<file path="src/silpd_pkg.sv">
`default_nettype none
package silpd_pkg;

    localparam int FRACTION_EXTRA = 14;
    localparam int SAMPLE_WIDTH   = 16;
    localparam int PRECISE_WIDTH  = 32;
    localparam int SHIFT_WIDTH    = 4;
    localparam int CFG_INDEX_WIDTH = 2;

    typedef logic signed [SAMPLE_WIDTH-1:0]  sample_t;
    typedef logic signed [PRECISE_WIDTH-1:0] precise_t;
    typedef logic        [SHIFT_WIDTH-1:0]   shift_t;
    typedef logic        [CFG_INDEX_WIDTH-1:0] cfg_index_t;

    typedef enum logic [1:0] {
        CMD_ADD_REGULAR = 2'd0,
        CMD_ADD_PRECISE = 2'd1,
        CMD_SEED        = 2'd2
    } command_t;

    localparam cfg_index_t CFG_SHIFT_A = cfg_index_t'(0);
    localparam cfg_index_t CFG_SHIFT_B = cfg_index_t'(1);

    localparam shift_t SHIFT_A_RESET = shift_t'(2);
    localparam shift_t SHIFT_B_RESET = shift_t'(1);
    localparam shift_t SHIFT_A_MIN   = shift_t'(2);

    // Saturation bounds of the regular format, expressed in the extended width.
    localparam precise_t SAT_MAX =
        {{(PRECISE_WIDTH-SAMPLE_WIDTH+1){1'b0}}, {(SAMPLE_WIDTH-1){1'b1}}};
    localparam precise_t SAT_MIN =
        {{(PRECISE_WIDTH-SAMPLE_WIDTH+1){1'b1}}, {(SAMPLE_WIDTH-1){1'b0}}};

    typedef struct packed {
        shift_t shift_a;
        shift_t shift_b;
    } cfg_t;

    typedef struct packed {
        precise_t y0;
        precise_t y1;
        precise_t y2;
    } outputs_t;

    typedef struct packed {
        sample_t  filtered_regular;
        precise_t filtered_precise;
        logic     peak_high;
        logic     peak_low;
        sample_t  peak_value;
    } result_t;

    function automatic precise_t to_precise(input sample_t s);
        precise_t v;
        v = precise_t'(s);
        return v <<< FRACTION_EXTRA;
    endfunction

    // Round to nearest (ties up), then saturate to the regular format.
    function automatic sample_t to_regular(input precise_t v);
        precise_t q;
        q = (v >>> FRACTION_EXTRA) + precise_t'({1'b0, v[FRACTION_EXTRA-1]});
        if (q > SAT_MAX) begin
            q = SAT_MAX;
        end else if (q < SAT_MIN) begin
            q = SAT_MIN;
        end
        return q[SAMPLE_WIDTH-1:0];
    endfunction

endpackage
`default_nettype wire

</file>
<file path="src/silpd_cfg.sv">
`default_nettype none
module silpd_cfg (
    input  wire logic                   aclk,
    input  wire logic                   aresetn,
    input  wire logic                   cfg_valid,
    input  wire silpd_pkg::cfg_index_t  cfg_index,
    input  wire silpd_pkg::shift_t      cfg_data,
    output silpd_pkg::cfg_t             cfg
);

    silpd_pkg::shift_t shift_a_reg, shift_a_next;
    silpd_pkg::shift_t shift_b_reg, shift_b_next;

    always_comb begin
        shift_a_next = shift_a_reg;
        shift_b_next = shift_b_reg;
        if (cfg_valid) begin
            case (cfg_index)
                silpd_pkg::CFG_SHIFT_A: shift_a_next = cfg_data;
                silpd_pkg::CFG_SHIFT_B: shift_b_next = cfg_data;
                default: ; // drop writes to unknown registers
            endcase
        end
    end

    always_ff @(posedge aclk) begin
        if (!aresetn) begin
            shift_a_reg <= silpd_pkg::SHIFT_A_RESET;
            shift_b_reg <= silpd_pkg::SHIFT_B_RESET;
        end else begin
            shift_a_reg <= shift_a_next;
            shift_b_reg <= shift_b_next;
        end
    end

    assign cfg.shift_a = shift_a_reg;
    assign cfg.shift_b = shift_b_reg;

endmodule
`default_nettype wire

</file>
<file path="src/silpd_filter.sv">
`default_nettype none
module silpd_filter (
    input  wire logic                 aclk,
    input  wire logic                 aresetn,
    input  wire logic                 advance,
    input  wire logic [1:0]           command,
    input  wire silpd_pkg::sample_t   sample_regular,
    input  wire silpd_pkg::precise_t  sample_precise,
    input  wire silpd_pkg::cfg_t      cfg,
    output silpd_pkg::outputs_t       hist
);

    silpd_pkg::precise_t x0_reg, x1_reg, x2_reg;
    silpd_pkg::precise_t y0_reg, y1_reg, y2_reg;
    silpd_pkg::precise_t x0_next, x1_next, x2_next;
    silpd_pkg::precise_t y0_next, y1_next, y2_next;
    silpd_pkg::precise_t new_x;
    silpd_pkg::precise_t seed;
    silpd_pkg::shift_t   a;
    silpd_pkg::shift_t   b;
    logic                do_add;

    assign a    = (cfg.shift_a < silpd_pkg::SHIFT_A_MIN) ? silpd_pkg::SHIFT_A_MIN : cfg.shift_a;
    assign b    = cfg.shift_b;
    assign seed = silpd_pkg::to_precise(sample_regular);

    always_comb begin
        do_add  = 1'b0;
        new_x   = seed;
        x0_next = x0_reg;
        x1_next = x1_reg;
        x2_next = x2_reg;
        y0_next = y0_reg;
        y1_next = y1_reg;
        y2_next = y2_reg;
        case (command)
            silpd_pkg::CMD_ADD_REGULAR: begin
                do_add = 1'b1;
            end
            silpd_pkg::CMD_ADD_PRECISE: begin
                do_add = 1'b1;
                new_x  = sample_precise;
            end
            silpd_pkg::CMD_SEED: begin
                x0_next = seed;
                x1_next = seed;
                x2_next = seed;
                y0_next = seed;
                y1_next = seed;
                y2_next = seed;
            end
            default: ; // hold history
        endcase
        if (do_add) begin
            x0_next = new_x;
            x1_next = x0_reg;
            x2_next = x1_reg;
            y1_next = y0_reg;
            y2_next = y1_reg;
            y0_next = y0_reg + y0_reg - y1_reg
                    - (y0_reg >>> b) + (y1_reg >>> b)
                    + (new_x >>> a) + (x0_reg >>> (a - 4'd1)) + (x1_reg >>> a)
                    - (y1_reg >>> (a - 4'd2));
        end
    end

    always_ff @(posedge aclk) begin
        if (!aresetn) begin
            x0_reg <= '0;
            x1_reg <= '0;
            x2_reg <= '0;
            y0_reg <= '0;
            y1_reg <= '0;
            y2_reg <= '0;
        end else if (advance) begin
            x0_reg <= x0_next;
            x1_reg <= x1_next;
            x2_reg <= x2_next;
            y0_reg <= y0_next;
            y1_reg <= y1_next;
            y2_reg <= y2_next;
        end
    end

    assign hist.y0 = y0_next;
    assign hist.y1 = y1_next;
    assign hist.y2 = y2_next;

endmodule
`default_nettype wire

</file>
<file path="src/silpd_peak.sv">
`default_nettype none
module silpd_peak (
    input  wire silpd_pkg::outputs_t hist,
    output silpd_pkg::result_t       result
);

    logic hi;
    logic lo;

    // y1 peaks when above (below) y0 and not below (above) y2.
    assign hi = (hist.y0 < hist.y1) && !(hist.y1 < hist.y2);
    assign lo = (hist.y1 < hist.y0) && !(hist.y2 < hist.y1);

    assign result.filtered_regular = silpd_pkg::to_regular(hist.y0);
    assign result.filtered_precise = hist.y0;
    assign result.peak_high        = hi;
    assign result.peak_low         = lo;
    assign result.peak_value       = (hi || lo) ? silpd_pkg::to_regular(hist.y1) : '0;

endmodule
`default_nettype wire

</file>
<file path="src/shift_iir_lowpass_peak_detect.sv">
// Second-order shift-coefficient low-pass IIR with peak detection.
// Path: input transaction to input register, then to result register.
// Throughput: 1 transaction per cycle unless m_ready stalls; set by the history loop.
// Reset (aresetn low, synchronous): history cleared to zero, shift_a = 2, shift_b = 1,
// both pipeline stages emptied.
`default_nettype none
module shift_iir_lowpass_peak_detect (
    input  wire logic                   aclk,
    input  wire logic                   aresetn,
    // input channel
    input  wire logic                   s_valid,
    output logic                        s_ready,
    input  wire logic [1:0]             s_command,
    input  wire silpd_pkg::sample_t     s_sample_regular,
    input  wire silpd_pkg::precise_t    s_sample_precise,
    // result channel
    output logic                        m_valid,
    input  wire logic                   m_ready,
    output silpd_pkg::sample_t          m_filtered_regular,
    output silpd_pkg::precise_t         m_filtered_precise,
    output logic                        m_peak_high,
    output logic                        m_peak_low,
    output silpd_pkg::sample_t          m_peak_value,
    // configuration write channel
    input  wire logic                   cfg_valid,
    output logic                        cfg_ready,
    input  wire silpd_pkg::cfg_index_t  cfg_index,
    input  wire silpd_pkg::shift_t      cfg_data
);

    // Input stage: one registered transaction waiting to enter the filter.
    logic                 in_valid_reg, in_valid_next;
    logic [1:0]           command_reg;
    silpd_pkg::sample_t   sample_regular_reg;
    silpd_pkg::precise_t  sample_precise_reg;

    // Result stage.
    logic                 out_valid_reg, out_valid_next;
    silpd_pkg::result_t   result_reg;

    silpd_pkg::cfg_t      cfg;
    silpd_pkg::outputs_t  hist;
    silpd_pkg::result_t   result;

    logic out_free;
    logic advance;
    logic in_take;

    // The result register frees when empty or when its transaction is taken.
    assign out_free = !out_valid_reg || m_ready;
    // Move the input stage into the filter only when the result has room.
    assign advance  = in_valid_reg && out_free;
    // Accept a new transaction when the input stage is empty or draining this cycle.
    assign s_ready  = !in_valid_reg || out_free;
    assign in_take  = s_valid && s_ready;

    // Configuration must be written only while idle; the block does not enforce this, so always accept.
    assign cfg_ready = 1'b1;

    silpd_cfg u_cfg (
        .aclk      (aclk),
        .aresetn   (aresetn),
        .cfg_valid (cfg_valid),
        .cfg_index (cfg_index),
        .cfg_data  (cfg_data),
        .cfg       (cfg)
    );

    // History registers advance together with the result register, so the
    // next transaction sees the history left by this one.
    silpd_filter u_filter (
        .aclk           (aclk),
        .aresetn        (aresetn),
        .advance        (advance),
        .command        (command_reg),
        .sample_regular (sample_regular_reg),
        .sample_precise (sample_precise_reg),
        .cfg            (cfg),
        .hist           (hist)
    );

    silpd_peak u_peak (
        .hist   (hist),
        .result (result)
    );

    always_comb begin
        in_valid_next = in_valid_reg;
        if (in_take) begin
            in_valid_next = 1'b1;
        end else if (advance) begin
            in_valid_next = 1'b0;
        end

        out_valid_next = out_valid_reg;
        if (advance) begin
            out_valid_next = 1'b1;
        end else if (m_ready) begin
            out_valid_next = 1'b0;
        end
    end

    always_ff @(posedge aclk) begin
        if (!aresetn) begin
            in_valid_reg  <= 1'b0;
            out_valid_reg <= 1'b0;
        end else begin
            in_valid_reg  <= in_valid_next;
            out_valid_reg <= out_valid_next;
        end
    end

    // Payload registers: load on transaction, hold otherwise.
    always_ff @(posedge aclk) begin
        if (in_take) begin
            command_reg        <= s_command;
            sample_regular_reg <= s_sample_regular;
            sample_precise_reg <= s_sample_precise;
        end
        if (advance) begin
            result_reg <= result;
        end
    end

    assign m_valid            = out_valid_reg;
    assign m_filtered_regular = result_reg.filtered_regular;
    assign m_filtered_precise = result_reg.filtered_precise;
    assign m_peak_high        = result_reg.peak_high;
    assign m_peak_low         = result_reg.peak_low;
    assign m_peak_value       = result_reg.peak_value;

endmodule
`default_nettype wire

</file>
<file path="config.mk">
export PLATFORM = sky130hd
export DESIGN_NAME = shift_iir_lowpass_peak_detect
export DESIGN_NICKNAME = d
export VERILOG_FILES = /design/src/silpd_pkg.sv /design/src/silpd_cfg.sv /design/src/silpd_filter.sv /design/src/silpd_peak.sv /design/src/shift_iir_lowpass_peak_detect.sv
export SDC_FILE = /design/constraint.sdc
export NUM_CORES = 2
export LEC_CHECK = 0
export BUFFER_PORTS_ARGS = -buffer_cell sky130_fd_sc_hd__buf_2
export CAP_MARGIN = 20
export CORE_MARGIN = 1.5
export CORE_UTILIZATION = 30
export DETAILED_ROUTE_END_ITERATION = 12
export MAX_ROUTING_LAYER = met4
export PLACE_DENSITY = 0.44
export SYNTH_ARGS = -nofsm -noshare
export SYNTH_HDL_FRONTEND = slang
export SYNTH_HIERARCHICAL = 1
export SYNTH_SLANG_ARGS = --single-unit
</file>
<file path="constraint.sdc">
create_clock -name aclk -period 19.82 [get_ports aclk]
set_input_delay 1.982 -clock aclk [delete_from_list [all_inputs] [get_ports aclk]]
set_output_delay 1.982 -clock aclk [all_outputs]
set_load 0.1 [all_outputs]
</file>
# After elaboration in Yosys (flattened, before gate mapping)
# Cells that the tools add are included.
[op_classes]
add_sub_neg = 12
order_cmp = 9
eq_ne = 3
shift = 6
muxes = 19
bitwise = 1
reduce_logical = 21
[ops]
columns = ["op", "count"]
rows = [
  ["$mux W32", 10],
  ["$sshr A32 B4 Y32", 6],
  ["$add A32 B32 Y32", 5],
  ["$lt A32 B32 Y1", 4],
  ["$sub A32 B32 Y32", 3],
  ["$add A18 B2 Y19", 2],
  ["$gt A19 B16 Y1 const B", 2],
  ["$lt A19 B16 Y1 const B", 2],
  ["$mux W16", 2],
  ["$mux W15", 1],
  ["$reduce_and A2 Y1", 3],
  ["$reduce_bool A2 Y1", 3],
  ["$mux W1", 5],
  ["$eq A2 B1 Y1 const B", 2],
  ["$logic_and A1 B1 Y1", 4],
  ["$logic_not A1 Y1", 4],
  ["$logic_not A2 Y1", 2],
  ["$lt A4 B2 Y1 const B", 1],
  ["$mux W4", 1],
  ["$reduce_or A2 Y1", 2],
  ["$sub A4 B1 Y4 const B", 1],
  ["$sub A4 B2 Y4 const B", 1],
  ["$logic_or A1 B1 Y1", 3],
  ["$eq A2 B2 Y1 const B", 1],
  ["$not A1 Y1", 1],
]
[totals]
reg_bits = 286
output_inout_bits = 69

# Depth between registers and ports, before layout
[logic_depth]
ltp_word = 14
ltp_mapped = 45

# Hierarchy
# The synthesis kept the hierarchy.
[modules_own_cells]
columns = ["mod", "n_inst", "cells_each", "area_each_um2", "seq_area_each_um2"]
rows = [
  ["silpd_filter", 1, 2742, 21819.7, 3163.0],
  ["shift_iir_lowpass_peak_detect", 1, 127, 3598.5, 3523.4],
  ["silpd_peak", 1, 416, 2911.5, 0.0],
  ["silpd_cfg", 1, 34, 341.6, 160.2],
]

# Worst setup path after synthesis
# No wires, ideal clock.
[synth_timing]
path_kind = "register -> register"
startpoint = "register u_cfg.shift_a_reg[2]"
endpoint = "register result_reg, in the netlist m_peak_low (data pin)"
setup_time_ns = 0.251
arrival_ns = 9.320
path_slack_ns = 10.249
stages_incl_launch_ff = 40
path_buffers = 9
period_less_slack_ns = 9.571
cell_sequence = "dfxtp_1 buf_2 nor2_1 or2_2 buf_2 inv_1 buf_4 buf_4 buf_2 ha_1 clkbuf_1 buf_1 mux2i_1 a21oi_1 fa_1 inv_1 fa_1 fa_1 (+4 left out) a21o_1 or3_1 o21ai_2 o211ai_2 a221oi_4 o311a_1 mux2_4 a211oi_2 inv_1 ha_1 nand4_1 nor4_2 o41ai_1 and4_1 o21ai_1 buf_2 inv_1 buf_4"
[synth_lines]
columns = ["item", "line_no", "rtl"]
rows = [
  ["start: declaration", "silpd_cfg.sv:11", "silpd_pkg::shift_t shift_a_reg, shift_a_next;"],
  ["start signal: assignment", "silpd_cfg.sv:28", "shift_a_reg <= silpd_pkg::SHIFT_A_RESET;"],
  ["start signal: assignment", "silpd_cfg.sv:31", "shift_a_reg <= shift_a_next;"],
  ["end signal: assignment", "shift_iir_lowpass_peak_detect.sv:121", "result_reg <= result;"],
  ["end: declaration", "shift_iir_lowpass_peak_detect.sv:39", "silpd_pkg::result_t result_reg;"],
]

==> qor.yml <==
route:
  drcViolationCount: 0
  drt-total-wl_mm: 112
  dr.pass1.iters: 6
  drtAntennaViolNets: 0
  via_per_inst: 5.35
  first_iter_violations: 2245
  num_vias: 24400
  wl_per_cell_um: 24.6
logic_synthesis:
  async_flop_share_pct: 0
  synth_edf_count: 116
  synth.net_count: 3666
  synthCells: 3319
  ys_seq_area_share_pct: 23.9
  ys_types: 95
  ys_top_cells_by_area: "mux2i_1 (13%), fa_1 (13%), edfxtp_1 (12%)"
  synth_common_cells: "inv_1 (389), mux2i_1 (368), nand2_1 (305)"
  synth.most_common_cell: "inv_1"
  ys.flop_type: "dfxtp_1"
  avgSynthCellArea_um2: 8.64
  yosysTopAreaCellShare_pct: 12.8
  ys_seq_elements: 284
  synth-warning-count: 6
  syn_area_mm2: 0.0287
  yosysTopAreaCell: "mux2i_1"
setup_path:
  cpMaxStageDelayCell: "or4b_1"
  crit_family: "simple AND/OR/NAND/NOR gates"
  crit_type: "reg2reg"
  worstPathRequired_ns: 20.22
  critPathBufInv: 8
  slowest_delay_ns: 0.91
  worstPathMaxFanout: 49
  critPathLaunchType: "register"
  end_kind: "register"
  arrival_ns: 12.30
global_route:
  antenna_found_initial: 3
  grt_pass1_vias: 23600
  grt_max_degree: 124
  grt_usage_pct: 23.4
  overflow: 0
  grt_pass1_wl_mm: 165
finish:
  layout.nets: 3609
  finish.utilization_pct: 33.2
  syn_to_final_growth_pct: 9.81
  fill_cells: 9969
  drive_above_1_share_pct: 11.5
sta:
  slew-limit-headroom_pct: 27.9
  rsz0062_at_grt: "false"
  period_needed_ns: 11.90
  maxSlewViolCount: 0
  fin_skew_ns: 0.0224
  finalSetupTns_ns: 0
  fmax_mhz: 84.0
  finalHoldViolations: 0
  fin_crit_sh_pct: 60.0
  setup_viol: 0
  worstMarginPinSlew_ns: 1.08
floorplan:
  boundaryPins: 130
  die-width_um: 312
  design.die.area_mm2: 0.0974
  rows: 113
  core_area_mm2: 0.0949
  dieHeight_um: 312
  start_util_pct: 30.2
worst_hold_path:
  hp-class: "reg2reg"
clocking:
  clock_sinks: 284
  clkTransAtPathRegs_ns: 0.06
  htreeDepth: 2
  clockRootBuffer: "clkbuf_16"
  clock_latency_ns: 0.57
  cts_made_buffers: 38
  clockBufferDepth: 3
  cts_tree: "done"
  postCtsSetupBuffers: 0
  cts.repair.resized: 0
  cts_hold_buf: 0
placed_design:
  gp_congestion: 0.935
  portBuffers: 128
  dp_hpwl_mm: 87.5
job:
  max_cap_violations: 0
outcome:
  status: "complete, no violations"
worst paths after layout:
kind,start,end,slack (ns),cells past startpoint
setup / recovery,u_cfg/shift_a_reg[2]$_SDFFE_PN0P_,m_peak_value[15]$_DFFE_PP_,7.92,34
setup reg to reg,u_cfg/shift_a_reg[2]$_SDFFE_PN0P_,m_peak_value[15]$_DFFE_PP_,7.92,34
hold reg to reg,u_filter/y2_reg[29]$_SDFFE_PN0P_,u_filter/y2_reg[29]$_SDFFE_PN0P_,0.50,2
hold / removal,u_filter/y2_reg[29]$_SDFFE_PN0P_,u_filter/y2_reg[29]$_SDFFE_PN0P_,0.50,2
through the flow:
step	worst slack (ns)	hold slack [ns]	cell area [um2]	instances
2_1_floorplan	10.25	0.431	28700	3319
3_3_place_gp	8.19	0.475	30100	4487
3_5_place_dp	8.00	0.487	30100	4487
4_1_cts	7.97	0.503	31500	4556
5_1_grt	7.25	0.527	31500	4558
6_report	7.92	0.500	31500	4558
tightest hold or removal path, stage by stage (launching register included):
cell	delay, ns
dfxtp_1	0.32
mux2i_1	0.06
nor2_1	0.08
per-layer routing:
metal	wire length (um)	share of wire, %	global-route usage [%]
met4	2570	2.3	5.28
met5	0	0	-
met2	49900	45	35.1
met3	6140	5.5	2.99
met1	53500	48	33.5
layout make-up:
| class | count | area, um2 | area share, % |
|---|---|---|---|
| multi-input cells | 2360 | 19100 | 60.8 |
| flip-flops and latches | 284 | 6860 | 21.8 |
| well taps | 1265 | 1580 | 5.03 |
| inverters | 395 | 1490 | 4.73 |
| repair buffers | 183 | 1070 | 3.39 |
| clock buffers | 50 | 1060 | 3.36 |
| clock inverters | 19 | 289 | 0.918 |
| diodes | 2 | 5.00 | 0.0159 |
cell usage in the layout, fill, tap and decap left out, types with 16 or more instances in the layout:
cell type  count
a31oi_1       46
a211oi_1      55
nor2_1       275
o21ai_0      147
nand2_1      304
dfxtp_1      163
edfxtp_1     116
and2_1        17
buf_2        128
buf_4         54
mux2i_1      368
nand3_1       79
and3_1        22
xnor2_1       47
o211ai_1      16
o21ai_1       20
a22oi_1       54
mux4_2        64
a21oi_1      259
nor2b_1       25
a21o_1        18
clkbuf_16     40
fa_1         183
nand4_1       24
inv_1        386
a311oi_1      19
o22ai_1       28
ha_1         103
cells by family after synthesis:
kind of cell	Yosys count	share of synthesized area [%]
muxes	437	18.1
buffers and inverters	675	9.71
AOI/OAI and AO/OA	753	16.3
and+or+nand+nor	816	12.7
DFF	284	23.9
xor gates and xnor gates	67	2.05
adders and majority gates	286	17.3
other	1	0.0131
Power is left out: the tool's default activity adds up to more than one toggle a clock period on the data nets, which glitch-free logic cannot reach.
